**config.mk**
```make
export PLATFORM = sky130hd
export DESIGN_NAME = lin_slave_frame_receiver
export DESIGN_NICKNAME = d
export VERILOG_FILES = /design/src/hdl/lin_rx_pkg.sv /design/src/hdl/lin_slave_frame_receiver.sv
export SDC_FILE = /design/constraint.sdc
export NUM_CORES = 1
export LEC_CHECK = 0
export CORE_ASPECT_RATIO = 0.6
export CORE_MARGIN = 2
export CORE_UTILIZATION = 46
export CTS_BUF_LIST = sky130_fd_sc_hd__clkbuf_4 sky130_fd_sc_hd__clkbuf_8
export DETAILED_ROUTE_END_ITERATION = 6
export DONT_BUFFER_PORTS = 1
export PLACE_DENSITY = 0.66
export SETUP_SLACK_MARGIN = 0.2
export SLEW_MARGIN = 40
export SYNTH_ARGS = -nofsm -noshare
export SYNTH_HDL_FRONTEND = slang
export SYNTH_SLANG_ARGS = --single-unit
```
**constraint.sdc**
```tcl
create_clock -name i_clk -period 3.44 [get_ports i_clk]
set_input_delay 0.172 -clock i_clk [delete_from_list [all_inputs] [get_ports i_clk]]
set_output_delay 0.172 -clock i_clk [all_outputs]
set_load 0.03 [all_outputs]
```
**src/hdl/lin_rx_pkg.sv**
```systemverilog
`timescale 1ns / 1ps

package lin_rx_pkg;

    localparam int ID_COUNT     = 64;
    localparam int ID_W         = 6;
    localparam int LEN_W        = 4;
    localparam int BYTE_W       = 8;
    localparam int DATA_SLOTS   = 8;
    localparam int DEF_MAX_DATA = 8;

    localparam int S_TDATA_W = 24;
    localparam int M_TDATA_W = 80;

    localparam logic [BYTE_W-1:0] SYNC_BYTE = 8'h55;

    typedef enum logic [1:0] {
        OP_BREAK = 2'd0,
        OP_BYTE  = 2'd1,
        OP_WRITE = 2'd2
    } t_op;

    typedef enum logic [2:0] {
        ST_NONE   = 3'd0,
        ST_OK     = 3'd1,
        ST_CSUM   = 3'd2,
        ST_SYNC   = 3'd3,
        ST_PARITY = 3'd4
    } t_status;

    typedef enum logic [2:0] {
        PH_BREAK = 3'd0,
        PH_SYNC  = 3'd1,
        PH_PID   = 3'd2,
        PH_DATA  = 3'd3,
        PH_CSUM  = 3'd4
    } t_phase;

    typedef struct packed {
        logic             enhanced;
        logic [LEN_W-1:0] length;
    } t_tbl_entry;

    // standard LIN protected identifier of a 6-bit frame id
    function automatic logic [BYTE_W-1:0] pid_form(input logic [ID_W-1:0] id);
        logic p0;
        logic p1;
        p0 = id[0] ^ id[1] ^ id[2] ^ id[4];
        p1 = ~(id[1] ^ id[3] ^ id[4] ^ id[5]);
        return {p1, p0, id};
    endfunction

    // carry-wrapped 8-bit add
    function automatic logic [BYTE_W-1:0] sum_add(input logic [BYTE_W-1:0] a,
                                                  input logic [BYTE_W-1:0] b);
        logic [BYTE_W:0] s;
        s = {1'b0, a} + {1'b0, b};
        return s[BYTE_W-1:0] + {{(BYTE_W-1){1'b0}}, s[BYTE_W]};
    endfunction

endpackage

```
**src/hdl/lin_slave_frame_receiver.sv**
```systemverilog
`timescale 1ns / 1ps

// Channel   Dir  tuser            tdata (lowest bit first)
// s         in   opcode[1:0]      rx_byte[7:0] entry_id[5:0] entry_length[3:0]
//                                 entry_enhanced, zero pad to 24
// m         out  status[2:0]      frame_id[5:0] frame_length[3:0] data0..data7
//                                 (8 bits each), zero pad to 80
//
// One request per cycle while the output accepts results; the first stage
// reads the frame table (synchronous RAM, registered read) at the received
// byte's id and writes it for table updates; the second stage runs the phase
// logic and loads the output register. Every input request yields one result.
// Reset is synchronous; the table reads as empty via per-entry valid bits.
// A stalled output holds the second stage, which in turn holds the input.
module lin_slave_frame_receiver #(
    parameter int MAX_DATA = lin_rx_pkg::DEF_MAX_DATA
) (
    input  logic                             i_clk,
    input  logic                             i_rst_n,
    input  logic                             i_s_tvalid,
    output logic                             o_s_tready,
    // rx_byte, entry_id, entry_length, entry_enhanced
    input  logic [lin_rx_pkg::S_TDATA_W-1:0] i_s_tdata,
    // opcode
    input  logic [1:0]                       i_s_tuser,
    output logic                             o_m_tvalid,
    input  logic                             i_m_tready,
    // frame_id, frame_length, data0 .. data7
    output logic [lin_rx_pkg::M_TDATA_W-1:0] o_m_tdata,
    // status
    output logic [2:0]                       o_m_tuser
);
    import lin_rx_pkg::*;

    localparam int IDX_W = (MAX_DATA > 1) ? $clog2(MAX_DATA) : 1;

    // input unpack
    logic [BYTE_W-1:0] w_in_byte;
    logic [ID_W-1:0]   w_in_id;
    t_tbl_entry        w_in_entry;
    logic              w_s_acc;

    assign w_in_byte  = i_s_tdata[7:0];
    assign w_in_id    = i_s_tdata[13:8];
    assign w_in_entry = '{enhanced: i_s_tdata[18], length: i_s_tdata[17:14]};

    // frame table
    t_tbl_entry              r_tbl_mem [ID_COUNT];
    logic [ID_COUNT-1:0]     r_tbl_vld;
    t_tbl_entry              r_tbl_rdata;
    logic                    r_tbl_hit;

    // stage 2 input
    logic              r_s1_valid;
    logic [1:0]        r_s1_op;
    logic [BYTE_W-1:0] r_s1_byte;
    logic              w_s1_go;

    // frame state
    t_phase            r_phase, n_phase;
    logic [BYTE_W-1:0] r_frame_pid, n_frame_pid;
    logic [LEN_W-1:0]  r_want_length, n_want_length;
    logic              r_want_enh, n_want_enh;
    logic [LEN_W-1:0]  r_byte_count, n_byte_count;
    logic [BYTE_W-1:0] r_sum, n_sum;
    logic [BYTE_W-1:0] r_data [MAX_DATA];
    logic              w_data_we;

    // output register
    logic                 r_out_valid;
    logic [M_TDATA_W-1:0] r_out_data, n_out_data;
    t_status              r_out_status, n_out_status;

    t_tbl_entry                   w_entry;
    logic                         w_len_ok;
    logic [LEN_W-1:0]             w_count_inc;
    logic [DATA_SLOTS*BYTE_W-1:0] w_rpt_bytes;

    assign w_s1_go    = r_s1_valid && (!r_out_valid || i_m_tready);
    assign o_s_tready = !r_s1_valid || w_s1_go;
    assign w_s_acc    = i_s_tvalid && o_s_tready;

    always_ff @(posedge i_clk) begin
        if (w_s_acc && i_s_tuser == OP_WRITE) begin
            r_tbl_mem[w_in_id] <= w_in_entry;
        end
        if (w_s_acc) begin
            r_tbl_rdata <= r_tbl_mem[w_in_byte[ID_W-1:0]];
            r_s1_op     <= i_s_tuser;
            r_s1_byte   <= w_in_byte;
        end
    end

    always_ff @(posedge i_clk) begin
        if (!i_rst_n) begin
            r_tbl_vld  <= '0;
            r_tbl_hit  <= 1'b0;
            r_s1_valid <= 1'b0;
        end else begin
            if (w_s_acc) begin
                r_tbl_hit <= r_tbl_vld[w_in_byte[ID_W-1:0]];
            end
            if (w_s_acc && i_s_tuser == OP_WRITE) begin
                r_tbl_vld[w_in_id] <= 1'b1;
            end
            if (w_s_acc) begin
                r_s1_valid <= 1'b1;
            end else if (w_s1_go) begin
                r_s1_valid <= 1'b0;
            end
        end
    end

    assign w_entry     = r_tbl_hit ? r_tbl_rdata : '0;
    assign w_len_ok    = (w_entry.length != '0) && (w_entry.length <= LEN_W'(MAX_DATA));
    assign w_count_inc = r_byte_count + LEN_W'(1);

    // phase transitions
    always_comb begin
        n_phase = r_phase;
        if (r_s1_op == OP_BREAK) begin
            n_phase = PH_SYNC;
        end else if (r_s1_op == OP_BYTE) begin
            case (r_phase)
                PH_BREAK: begin
                    n_phase = PH_BREAK;
                end
                PH_SYNC: begin
                    n_phase = (r_s1_byte == SYNC_BYTE) ? PH_PID : PH_BREAK;
                end
                PH_PID: begin
                    if (r_s1_byte == pid_form(r_s1_byte[ID_W-1:0]) && w_len_ok) begin
                        n_phase = PH_DATA;
                    end else begin
                        n_phase = PH_BREAK;
                    end
                end
                PH_DATA: begin
                    n_phase = (w_count_inc >= r_want_length) ? PH_CSUM : PH_DATA;
                end
                default: begin
                    n_phase = PH_BREAK;
                end
            endcase
        end
    end

    // bytes visible in a frame report
    for (genvar g = 0; g < DATA_SLOTS; g++) begin : g_rpt
        if (g < MAX_DATA) begin : g_used
            assign w_rpt_bytes[g*BYTE_W +: BYTE_W] =
                (LEN_W'(g) < r_want_length) ? r_data[g] : '0;
        end else begin : g_zero
            assign w_rpt_bytes[g*BYTE_W +: BYTE_W] = '0;
        end
    end

    // datapath and result
    always_comb begin
        n_frame_pid   = r_frame_pid;
        n_want_length = r_want_length;
        n_want_enh    = r_want_enh;
        n_byte_count  = r_byte_count;
        n_sum         = r_sum;
        w_data_we     = 1'b0;
        n_out_status  = ST_NONE;
        n_out_data    = '0;
        if (r_s1_op == OP_BYTE) begin
            case (r_phase)
                PH_SYNC: begin
                    if (r_s1_byte != SYNC_BYTE) begin
                        n_out_status = ST_SYNC;
                    end
                end
                PH_PID: begin
                    if (r_s1_byte != pid_form(r_s1_byte[ID_W-1:0])) begin
                        n_out_status          = ST_PARITY;
                        n_out_data[ID_W-1:0]  = r_s1_byte[ID_W-1:0];
                    end else if (w_len_ok) begin
                        n_frame_pid   = r_s1_byte;
                        n_want_length = w_entry.length;
                        n_want_enh    = w_entry.enhanced;
                        n_byte_count  = '0;
                        n_sum         = w_entry.enhanced ? r_s1_byte : '0;
                    end
                end
                PH_DATA: begin
                    w_data_we    = 1'b1;
                    n_sum        = sum_add(r_sum, r_s1_byte);
                    n_byte_count = w_count_inc;
                end
                PH_CSUM: begin
                    n_out_status = (r_s1_byte == ~r_sum) ? ST_OK : ST_CSUM;
                    n_out_data   = M_TDATA_W'({w_rpt_bytes, r_want_length,
                                               r_frame_pid[ID_W-1:0]});
                end
                default: begin
                end
            endcase
        end
    end

    always_ff @(posedge i_clk) begin
        if (w_s1_go && w_data_we) begin
            r_data[r_byte_count[IDX_W-1:0]] <= r_s1_byte;
        end
        if (w_s1_go) begin
            r_frame_pid  <= n_frame_pid;
            r_want_enh   <= n_want_enh;
            r_sum        <= n_sum;
            r_out_data   <= n_out_data;
            r_out_status <= n_out_status;
        end
    end

    always_ff @(posedge i_clk) begin
        if (!i_rst_n) begin
            r_phase       <= PH_BREAK;
            r_want_length <= '0;
            r_byte_count  <= '0;
            r_out_valid   <= 1'b0;
        end else begin
            if (w_s1_go) begin
                r_phase       <= n_phase;
                r_want_length <= n_want_length;
                r_byte_count  <= n_byte_count;
                r_out_valid   <= 1'b1;
            end else if (i_m_tready) begin
                r_out_valid <= 1'b0;
            end
        end
    end

    assign o_m_tvalid = r_out_valid;
    assign o_m_tdata  = r_out_data;
    assign o_m_tuser  = r_out_status;

`ifndef SYNTHESIS
    a_data_count: assert property (@(posedge i_clk) disable iff (!i_rst_n)
        r_phase == PH_DATA |-> r_byte_count < r_want_length)
        else $error("byte count beyond expected length");

    a_len_range: assert property (@(posedge i_clk) disable iff (!i_rst_n)
        (r_phase == PH_DATA || r_phase == PH_CSUM) |->
            (r_want_length != '0 && r_want_length <= LEN_W'(MAX_DATA)))
        else $error("frame length out of range");

    a_none_zero: assert property (@(posedge i_clk) disable iff (!i_rst_n)
        (o_m_tvalid && o_m_tuser == ST_NONE) |-> o_m_tdata == '0)
        else $error("empty result carries data");

    a_result_follows: assert property (@(posedge i_clk) disable iff (!i_rst_n)
        w_s1_go |=> o_m_tvalid)
        else $error("processed request produced no result");
`endif

endmodule
```
# Word-level counts from Yosys, hierarchy flattened
# Memory sizes are Yosys's and may differ from the RTL's. A register that Yosys moved wholly into a read port is not among the register bits.
# Index checks and enable logic that the tools add are counted.
# Widths: inputs -> output; s select.
# classes
bitwise	10
n_reduce_logical	37
n_lt_le_gt_ge	13
multipliers	0
add_sub_neg	3
eq_ne	13
n_mux	34
shifts	0
n_div	0
# op_table
operator	count
$or 64x64->64	1
$mux 8	3
$reduce_and 3->1	8
$pmux 3 s3	2
$lt 3x4->1 const A	4
$pmux 8 s2	1
$lt 6x7->1 const B	2
$mux 1	12
$mux 3	4
$pmux 6 s2	1
$logic_not 1->1	10
$reduce_and 5->1	2
$add 8x8->9	1
$add 8x1->8	1
$eq 8x7->1 const B	1
$eq 8x8->1	1
$lt 1x4->1 const A	2
$lt 2x4->1 const A	2
$mux 2	4
$mux 4	2
$ne 8x7->1 const B	1
$not 8->8	1
$pmux 4 s2	1
$reduce_bool 2->1	4
other kinds (23)	39
# word_totals
latch_bits	0
elab_cells	126
memories	2
register_bits	121
rom_bits	0
output_inout_bits	85
ram_bits	384
inputBits	30
# memory_table
name	depth	word_bits	rd	rd_clocked_by_memory_dff	write_ports	line_no	source
r_tbl_mem	64	5	1	1	1	lin_slave_frame_receiver.sv:48	t_tbl_entry r_tbl_mem [ID_COUNT];
r_data	8	8	8	8	1	lin_slave_frame_receiver.sv:66	logic [BYTE_W-1:0] r_data [MAX_DATA];

# Logic depth before layout (Yosys ltp)
# Gate-level depths: netlist of the first run.
# depth
depth_word	10
ltp_mapped	12
mapped_depth_nobuf	12

# Least setup slack after synthesis of the first run
# OpenSTA, ideal clock, no wires.
# synth_timing
path_kind	register -> register
start	register r_out_valid, in the netlist o_m_tvalid
end	memory r_tbl_mem[30][0] (netlist name) (enable)
setup_ps	347
n_path_buf	2
path_stages_with_launch	8
arrival_ps	2624
path_slack_ps	469
synth_period_minus_slack_ps	2971
required_ps	3093
path_cell_list	dfxtp_1 nand3b_1 and2_1 clkbuf_1 nand4b_1 or3b_2 clkbuf_1 nor2_1
# synth_between
elab_chain_len	8
# synth_lines
item	line_no	source
start, declared	lin_slave_frame_receiver.sv:70	logic r_out_valid;
start signal, assigned	lin_slave_frame_receiver.sv:221	r_out_valid <= 1'b0;
start signal, assigned	lin_slave_frame_receiver.sv:227	r_out_valid <= 1'b1;
start signal, assigned	lin_slave_frame_receiver.sv:229	r_out_valid <= 1'b0;
$logic_not 1->1	lin_slave_frame_receiver.sv:79	assign w_s1_go = r_s1_valid && (!r_out_valid || i_m_tready);
$logic_or 1x1->1	lin_slave_frame_receiver.sv:79	
$logic_and 1x1->1	lin_slave_frame_receiver.sv:79	
$logic_or 1x1->1	lin_slave_frame_receiver.sv:80	assign o_s_tready = !r_s1_valid || w_s1_go;
named net o_s_tready	lin_slave_frame_receiver.sv:21	output logic o_s_tready,
$logic_and 1x1->1	lin_slave_frame_receiver.sv:81	assign w_s_acc = i_s_tvalid && o_s_tready;
named net w_s_acc	lin_slave_frame_receiver.sv:41	logic w_s_acc;
$logic_and 1x1->1	lin_slave_frame_receiver.sv:84	if (w_s_acc && i_s_tuser == OP_WRITE) begin
$mux 1	lin_slave_frame_receiver.sv:84	
$mux 1 (implied by the code)	lin_slave_frame_receiver.sv:85	r_tbl_mem[w_in_id] <= w_in_entry;
end, declared	lin_slave_frame_receiver.sv:48	
# The timed path passes the listed nets, and every way through them passes these cells.

# Worst setup path in the final report of the first run
# layout_timing
start	register r_out_valid, in the netlist o_m_tvalid
end	register r_tbl_vld[3]
# layout_between
elab_chain_len	6
# layout_lines
item	line_no	source
$logic_not 1->1	lin_slave_frame_receiver.sv:79	
$logic_or 1x1->1	lin_slave_frame_receiver.sv:79	
$logic_and 1x1->1	lin_slave_frame_receiver.sv:79	
$logic_or 1x1->1	lin_slave_frame_receiver.sv:80	
$logic_and 1x1->1	lin_slave_frame_receiver.sv:81	
$logic_and 1x1->1	lin_slave_frame_receiver.sv:103	if (w_s_acc && i_s_tuser == OP_WRITE) begin
end signal, assigned	lin_slave_frame_receiver.sv:96	r_tbl_vld <= '0;
end signal, assigned by index	lin_slave_frame_receiver.sv:104	r_tbl_vld[w_in_id] <= 1'b1;
end, declared	lin_slave_frame_receiver.sv:49	logic [ID_COUNT-1:0] r_tbl_vld;
# No other way between the ends.
# A chain may end at the register's enable or synchronous reset.

==> results of run 1 <==
-- cell families (layout without fill, tap and decap cells) --
family	Yosys count	count (layout)	synth area share, %
compound gates	142	142	4.52
mux	122	122	12.4
xor+xnor	16	16	0.758
flops	568	568	73.6
buf+inv	71	224	1.48
fa+ha+maj	17	17	0.996
other cells	1	6	0.0170
simple gates	266	266	6.24
-- timing repair --
action,4_1_cts,5_1_grt
resized for setup,0,1
hold endpoints to repair,413,0
hold buffers,26,0
setup endpoints to repair,0,1
setup buffers,0,0
-- metrics by stage --
stage | utilization (%) | total power [W]
final | 52.4 | 0.0135
after global routing | 52.4 | 0.0140
after CTS | 52.4 | 0.0136
after detailed placement | 48.2 | 0.00816
after global placement | 48.2 | 0.00815
after floorplan | - | 0.00811
-- state kept, by name (all words and copies together) (netlist names), 4 cells and up --
register       count
r_data            64
r_sum              8
r_tbl_rdata        5
r_want_length      4
r_s1_byte          8
r_frame_pid        6
r_byte_count       4
r_tbl_mem        320
o_m_tdata         74
r_tbl_vld         64
-- layout make-up --
cell class                 instances  area (sq um)
inverter                          10          37.5
clock inverter                    25           213
clock buffer                     121          1430
tap                              640           801
fill                            3778         22600
sequential                       568         16300
timing repair buffer              68           693
multi-input combinational        569          5530
-- metal layers --
metal  up-vias  track usage, %  part of all wire, %
li1       4966               -                    -
met1      5999            33.5                   48
met2       511            27.7                   42
met3        60            4.45                  8.7
met4         0            4.43                  1.3
met5         -               0                    0
-- power by group --
part / internal (W) / total, W / switching [W]
logic: 0.000224 / 0.000520 / 0.000296
registers: 0.00753 / 0.00762 / 0.0000925
clock network: 0.00285 / 0.00541 / 0.00256
-- worst max-delay path: cells and delay by family, from the launching register on --
kind,cells,cell delay [ps]
AOI/OAI and AO/OA,1,160
DFF,1,430
and+or+nand+nor,5,1330
buffers and inverters,3,1070
-- worst paths after layout --
kind / slack [ps] / end / cells after the start
setup / recovery: 380 / r_tbl_vld[3] / 9
hold reg to reg: 460 / r_tbl_vld[62] / 1
setup reg to reg: 380 / r_tbl_vld[3] / 9
hold / removal: 70 / r_tbl_mem[30][3] / 2
-- cells in the final DEF, fill, tap and decap left out, types with 16 or more instances in the layout --
| cell | Yosys | routed |
|---|---|---|
| mux4_2 | 121 | 121 |
| ha_1 | 16 | 16 |
| nand2_1 | 22 | 22 |
| dlygate4sd3_1 | 0 | 20 |
| o21a_1 | 64 | 64 |
| edfxtp_1 | 490 | 490 |
| o21ai_0 | 17 | 17 |
| nand3_1 | 17 | 17 |
| dfxtp_1 | 78 | 78 |
| and2_1 | 60 | 60 |
| clkbuf_8 | 0 | 84 |
| a21oi_1 | 16 | 16 |
| nor2_1 | 97 | 96 |
| clkbuf_4 | 0 | 37 |
| buf_4 | 6 | 41 |
==> summary.md, run 1 <==
| Metric | Value |
|---|---|
| Status | `finished, final reports clean` |
| Leakage power | `8.17 nW` |
| Period Utilization, post-route | `between 80% and 90%` |
| Slowest cell delay on critical path | `around 530 ps` |
| First-pass GRT wire length | `around 74000 um` |
| Post-DR vias/cell | `between 5 and 6` |
| Initial DRC Count | `1686` |
| CTS tree | `built` |
| Share of post-route cells with drive strength above 1 | `23.4%` |
| Routability cong. | `between 0.8 and 0.9` |
| Global-route usage over all layers | `between 20% and 30%` |
| Die area | `49900 sq um` |
| # setup viols final | `0` |
| Global route total overflow | `0` |
| Final Critical Period | `~3100 ps` |
| Clk sinks | `approximately 570` |
| Most frequent CP cell | `buf_4` |
| Die H | `174 um` |
| Area growth from synthesis to layout | `13.0%` |
| Synth Flop Type | `edfxtp_1` |
| Post-synthesis sequential area ratio | `between 70% and 80%` |
| Max-slew headroom | `42.0%` |
| Row cnt | `slightly above 60` |
| Crit path arrival time | `approximately 3600 ps` |
| Slowest CP cell | `dlygate4sd3_1` |
| Synth Instances | `~1200` |
| DR pass1 iterations | `5` |
| Min-delay src | `i_s_tdata[13]` |
| Total vias in the final route | `11536` |
| Seq cells post-synth | `between 500 and 600` |
| Initial Util | `46.4%` |
| Setup Skew | `28.0 ps` |
| I/O pin cnt | `between 100 and 150` |
| CTS max path bufs | `3` |
| Mapped Area | `between 20000 and 25000 sq um` |
| Count leader, synth | `edfxtp_1` |
| WL per Instance | `25.1 um` |
| Final Worst Setup Slack | `about 380 ps` |
| CP Launch Type | `flip-flop` |
| DIE WIDTH | `287 um` |
| Crit Path Max Fanout | `18` |
| # port buffers | `0` |
| Worst Setup SP | `o_m_tvalid` |
| Most instantiated cells after synthesis | `490 x edfxtp_1, 121 x mux4_2, 97 x nor2_1, 78 x dfxtp_1, 64 x o21a_1` |
| Number of antenna violations at the first check in global routing | `0` |
| DRT Wirelength | `~50000 um` |
| Clk_lat worst skew | `640 ps` |
| Max Freq | `around 0.33 GHz` |
| Ys Warns | `0` |
| Reg2Reg Launch Point | `o_m_tvalid` |
| Ys async rst share | `0%` |
| CP Class | `flip-flop to flip-flop` |
| Synth area leaders | `edfxtp_1 67%, mux4_2 12%, dfxtp_1 7.1%` |
| Largest net degree at the start of global routing | `98` |
| Antenna Nets Post-Route | `0` |
| CTS buffer count | `79` |
| Tightest Pin Transition | `~870 ps` |
| RSZ-0062 raised after global routing | `no` |
| Critical Path End Type | `flip-flop` |
| Non-filler cells, final | `between 2000 and 2500` |
| ANT cells | `0` |
| CORE AREA | `about 48000 sq um` |
| Synth top area share | `between 60% and 70%` |
| Hold Crit Class | `primary input to flip-flop` |
| Unique masters post-synth | `55` |
| H-tree Lvls | `3` |
| Syn avg cell area | `between 15 and 20 sq um` |
| Max VDD drop | `approximately 0.35 mV` |
| Placed cell area | `23000 sq um` |
| Hold WS | `between 60 and 70 ps` |
| CTS clk-pin slew, worst paths | `about 60 ps` |
| Fin. max-slew vios | `0` |
| Post-DP HPWL | `30800 um` |
| Largest area contributor in the netlist | `edfxtp_1` |
| Final hold violation count | `0` |
| CP Data Required Time | `~4000 ps` |
| Max_cap viols | `0` |
| CTS root buf | `clkbuf_8` |
| Cell chain of the critical path | `nand3b_1 > and2_1 > buf_4 > nor4bb_1 > buf_4 > nand2_1 > nor2_2 > o21a_1 > dlygate4sd3_1` |
| Number of global-route vias before repair | `roughly 11000` |
| Final Cell Area | `about 25000 sq um` |
| Placed cells | `~1800` |
| P per Cell Area | `about 540 nW/um^2` |
| Number of flops mapped to enable cells by yosys | `between 400 and 500` |
| Drc violations | `0` |
| Setup TNS Final | `0 ps` |
| Pre-CTS setup slack | `slightly below 500 ps` |
| Final nets | `approximately 1300` |
(Power assumes the default switching activity.)
==> run 2: changes to the inputs <==
--- a/config.mk
+++ b/config.mk
@@ -5,13 +5,14 @@
 export SDC_FILE = /design/constraint.sdc
 export NUM_CORES = 1
 export LEC_CHECK = 0
+export ABC_AREA = 1
 export CORE_ASPECT_RATIO = 0.6
 export CORE_MARGIN = 2
-export CORE_UTILIZATION = 46
+export CORE_UTILIZATION = 34
 export CTS_BUF_LIST = sky130_fd_sc_hd__clkbuf_4 sky130_fd_sc_hd__clkbuf_8
 export DETAILED_ROUTE_END_ITERATION = 6
 export DONT_BUFFER_PORTS = 1
-export PLACE_DENSITY = 0.66
+export PLACE_DENSITY = 0.53
 export SETUP_SLACK_MARGIN = 0.2
 export SLEW_MARGIN = 40
 export SYNTH_ARGS = -nofsm -noshare
==> run 2 against run 1 <==
  * Register-to-register slack improved by 100 ps
  * Clock skew rose by 8.5 ps
  * Die area rose by 40%
  * Global-route usage decreased by 2.6 points
  * Flip-flop and latch count unchanged
  * Cell area up 4.9%
  * Critical path depth grew 1
  * Routed wire length increased by 26%
  * Area after synthesis increased by 4.4%
  * Via count rose by 36%
==> summary.md, run 2 <==
| Metric | Value |
|---|---|
| Status | `finished, final reports clean` |
| Setup Skew | `36.5 ps (+8.52 ps)` |
| CORE AREA | `66700 sq um (+40%)` |
| Global-route usage over all layers | `17.9% (-2.6 points)` |
| Most instantiated cells after synthesis | `490 x edfxtp_1, 431 x nor2_1, 336 x nand2_1, 136 x o21ai_0, 134 x inv_1` |
| Count leader, synth | `edfxtp_1` |
| Die H | `206 um (+18%)` |
| Global route total overflow | `0 (unchanged)` |
| Initial Util | `34.6% (-12 points)` |
| CTS buffer count | `88 (+11%)` |
| Layout Utilization | `39.3% (-13 points)` |
| CP Class | `flip-flop to flip-flop` |
| Period Utilization, post-route | `86.0% (-3.0 points)` |
| First-pass GRT wire length | `93700 um (+26%)` |
| H-tree Lvls | `3 (unchanged)` |
| CP Launch Type | `flip-flop` |
| Number of antenna violations at the first check in global routing | `5 (+5)` |
| Share of post-route cells with drive strength above 1 | `10.3% (-13 points)` |
| Final nets | `2153 (+60%)` |
| P per Cell Area | `557 nW/um^2 (+2.8%)` |
| # port buffers | `0 (unchanged)` |
| Synth top area share | `63.8% (-2.8 points)` |
| I/O pin cnt | `115 (unchanged)` |
| Area growth from synthesis to layout | `13.6%` |
| Post-DP HPWL | `37400 um (+21%)` |
| Post-synthesis sequential area ratio | `70.5% (-3.1 points)` |
| Synth area leaders | `edfxtp_1 64%, nor2_1 7.0%, dfxtp_1 6.8%` |
| DIE WIDTH | `340 um (+19%)` |
| Die area | `70100 sq um (+40%)` |
| Mapped Area | `23100 sq um (+4.4%)` |
| Max VDD drop | `0.337 mV (-4.9%)` |
| DR pass1 iterations | `5 (unchanged)` |
| Slowest cell delay on critical path | `580 ps (+50 ps)` |
| Largest Register | `r_tbl_mem` |
| Synth Instances | `2053 (+71%)` |
| DRT Wirelength | `63000 um (+26%)` |
| Fillers | `6465 (+71%)` |
| CP Data Required Time | `4080 ps (+70 ps)` |
| CTS clk-pin slew, worst paths | `60 ps (about the same)` |
| CTS tree | `built` |
| CTS root buf | `clkbuf_8` |
| Clk sinks | `568 (unchanged)` |
| Initial DRC Count | `1893 (+12%)` |
| Ys async rst share | `0% (unchanged)` |
| Largest area contributor in the netlist | `edfxtp_1` |
| Drc violations | `0 (unchanged)` |
| Total vias in the final route | `15693 (+36%)` |
| Fin. max-slew vios | `0 (unchanged)` |
| Antenna Nets Post-Route | `0 (unchanged)` |
| Row cnt | `73 (+18%)` |
| Number of flops mapped to enable cells by yosys | `490 (unchanged)` |
| WL per Instance | `20.4 um (-18%)` |
| Hold WS | `70.1 ps (+1.46 ps)` |
| Clk_lat worst skew | `700 ps (+60 ps)` |
| Crit Path Max Fanout | `18 (unchanged)` |
| RSZ-0062 raised after global routing | `no` |
| Hold Crit Class | `primary input to flip-flop` |
| Setup TNS Final | `0 ps (unchanged)` |
| Multi-input logic area | `5750 sq um (+3.9%)` |
| Max Freq | `0.338 GHz (+3.5%)` |
| Post-DR vias/cell | `5.09 (-12%)` |
| Routability cong. | `0.850 (+1.4%)` |
| Final Worst Setup Slack | `483 ps (+104 ps)` |
| Leakage power | `9.38 nW (+15%)` |
| Final Critical Period | `2960 ps (-104 ps)` |
| Number of flip-flops in the largest register | `320 (unchanged)` |
| Synth Flop Type | `edfxtp_1` |
| CTS max path bufs | `3 (unchanged)` |
| Tightest Pin Transition | `828 ps (-38.8 ps)` |
| Largest net degree at the start of global routing | `195 (+99%)` |
| Unique masters post-synth | `43 (-22%)` |
| Seq cells post-synth | `568 (unchanged)` |
| Crit path arrival time | `3600 ps (-30 ps)` |
| Register Area | `16300 sq um (unchanged)` |
| Commonest non-fill, non-tap cell in the layout | `edfxtp_1` |
| Slowest CP cell | `dlygate4sd3_1` |
| Critical Path End Type | `flip-flop` |
| Number of global-route vias before repair | `15008 (+33%)` |
| Ys Warns | `0 (unchanged)` |
| Setup bufs post-CTS | `0 (unchanged)` |
| Max-slew headroom | `44.7% (+2.7 points)` |
| Syn avg cell area | `11.2 sq um (-39%)` |
| Pre-CTS setup slack | `592 ps (+95.6 ps)` |
| Final hold violation count | `0 (unchanged)` |
| Cell chain of the critical path | `nand3_2 > nand2_1 > inv_2 > nand2_2 > nor2_8 > nand4_4 > nor2_2 > o21ai_1 > dlygate4sd3_1 > inv_1` |
| Max_cap viols | `0 (unchanged)` |
| # setup viols final | `0 (unchanged)` |
| Most frequent cells in the layout | `490 x edfxtp_1, 429 x nor2_1, 336 x nand2_1` |
run 2: cell count changes after synthesis, moves of 11 or more:
| cell | before | now |
|---|---|---|
| nor2_1 | 97 | 431 |
| o21a_1 | 64 | 0 |
| mux4_2 | 121 | 0 |
| o21ai_0 | 17 | 136 |
| nand3_1 | 17 | 110 |
| buf_2 | 12 | 28 |
| o22ai_1 | 2 | 80 |
| and2_1 | 60 | 0 |
| inv_1 | 9 | 134 |
| nor2b_1 | 11 | 0 |
| o21ai_1 | 1 | 40 |
| and3_1 | 11 | 0 |
| inv_2 | 0 | 11 |
| nand2_1 | 22 | 336 |
run 2: final timing paths:
kind / slack [ps] / start / cells past startpoint / endpoint
worst min-delay path: 70 / i_s_tdata[11] / 2 / r_tbl_mem[25][4]
worst max-delay path: 480 / o_m_tvalid / 10 / r_tbl_vld[60]
worst max register to register: 480 / o_m_tvalid / 10 / r_tbl_vld[60]
worst min register to register: 470 / r_tbl_vld[46] / 2 / r_tbl_vld[46]
run 2: per-stage QoR:
stage	power (W)	instances	cell area (sq um)
2_1_floorplan	0.00827	2058	23100
3_5_place_dp	0.00841	2886	23900
3_3_place_gp	0.00841	2886	23900
6_report	0.0146	3083	26200
4_1_cts	0.0148	3079	26200
5_1_grt	0.0151	3083	26200
run 2: area by class of cell:
| type | instances | share of cell area [%] |
|---|---|---|
| antenna | 1 | 0.00955 |
| multi-input combinational | 1248 | 21.9 |
| tap | 900 | 4.30 |
| inverter | 146 | 2.11 |
| timing repair buffer | 54 | 2.25 |
| clock buffer | 126 | 5.90 |
| clock inverter | 40 | 1.43 |
| sequential | 568 | 62.1 |
run 2: cell families (layout without fill, tap and decap cells):
| kind of cell | after synthesis | after routing | synth area share [%] |
|---|---|---|---|
| simple gates | 926 | 926 | 16.6 |
| flops | 568 | 568 | 70.5 |
| compound gates | 292 | 292 | 6.90 |
| buf+inv | 242 | 366 | 4.73 |
| fa+ha+maj | 17 | 17 | 0.954 |
| xor+xnor | 7 | 7 | 0.266 |
| other cells | 1 | 7 | 0.0162 |
run 2: where the power goes:
group / switching, W / internal, W / total [W]
Clock: 0.00280 / 0.00339 / 0.00619
Sequential: 0.000126 / 0.00755 / 0.00767
Combinational: 0.000550 / 0.000196 / 0.000746
Total: 0.00348 / 0.0111 / 0.0146
run 2: worst max-delay path: cells and delay by family (launching register included):
kind | cells | cell delay (ps)
and+or+nand+nor | 6 | 1380
buffers and inverters | 3 | 990
AOI/OAI and AO/OA | 1 | 90
DFF | 1 | 430
run 2: routing by layer:
metal	global-route usage, %	wire, um	share of wire (%)
met5	0	11	0.017
met4	4.83	1340	2.1
met3	4.99	5890	9.3
met2	24.3	25500	40
met1	27.4	30300	48
run 2: repair_timing:
item,in CTS,in global routing
endpoints found under the setup margin,0,1
endpoints found under the hold margin,597,13
hold buffers,27,3
resized for setup,0,1
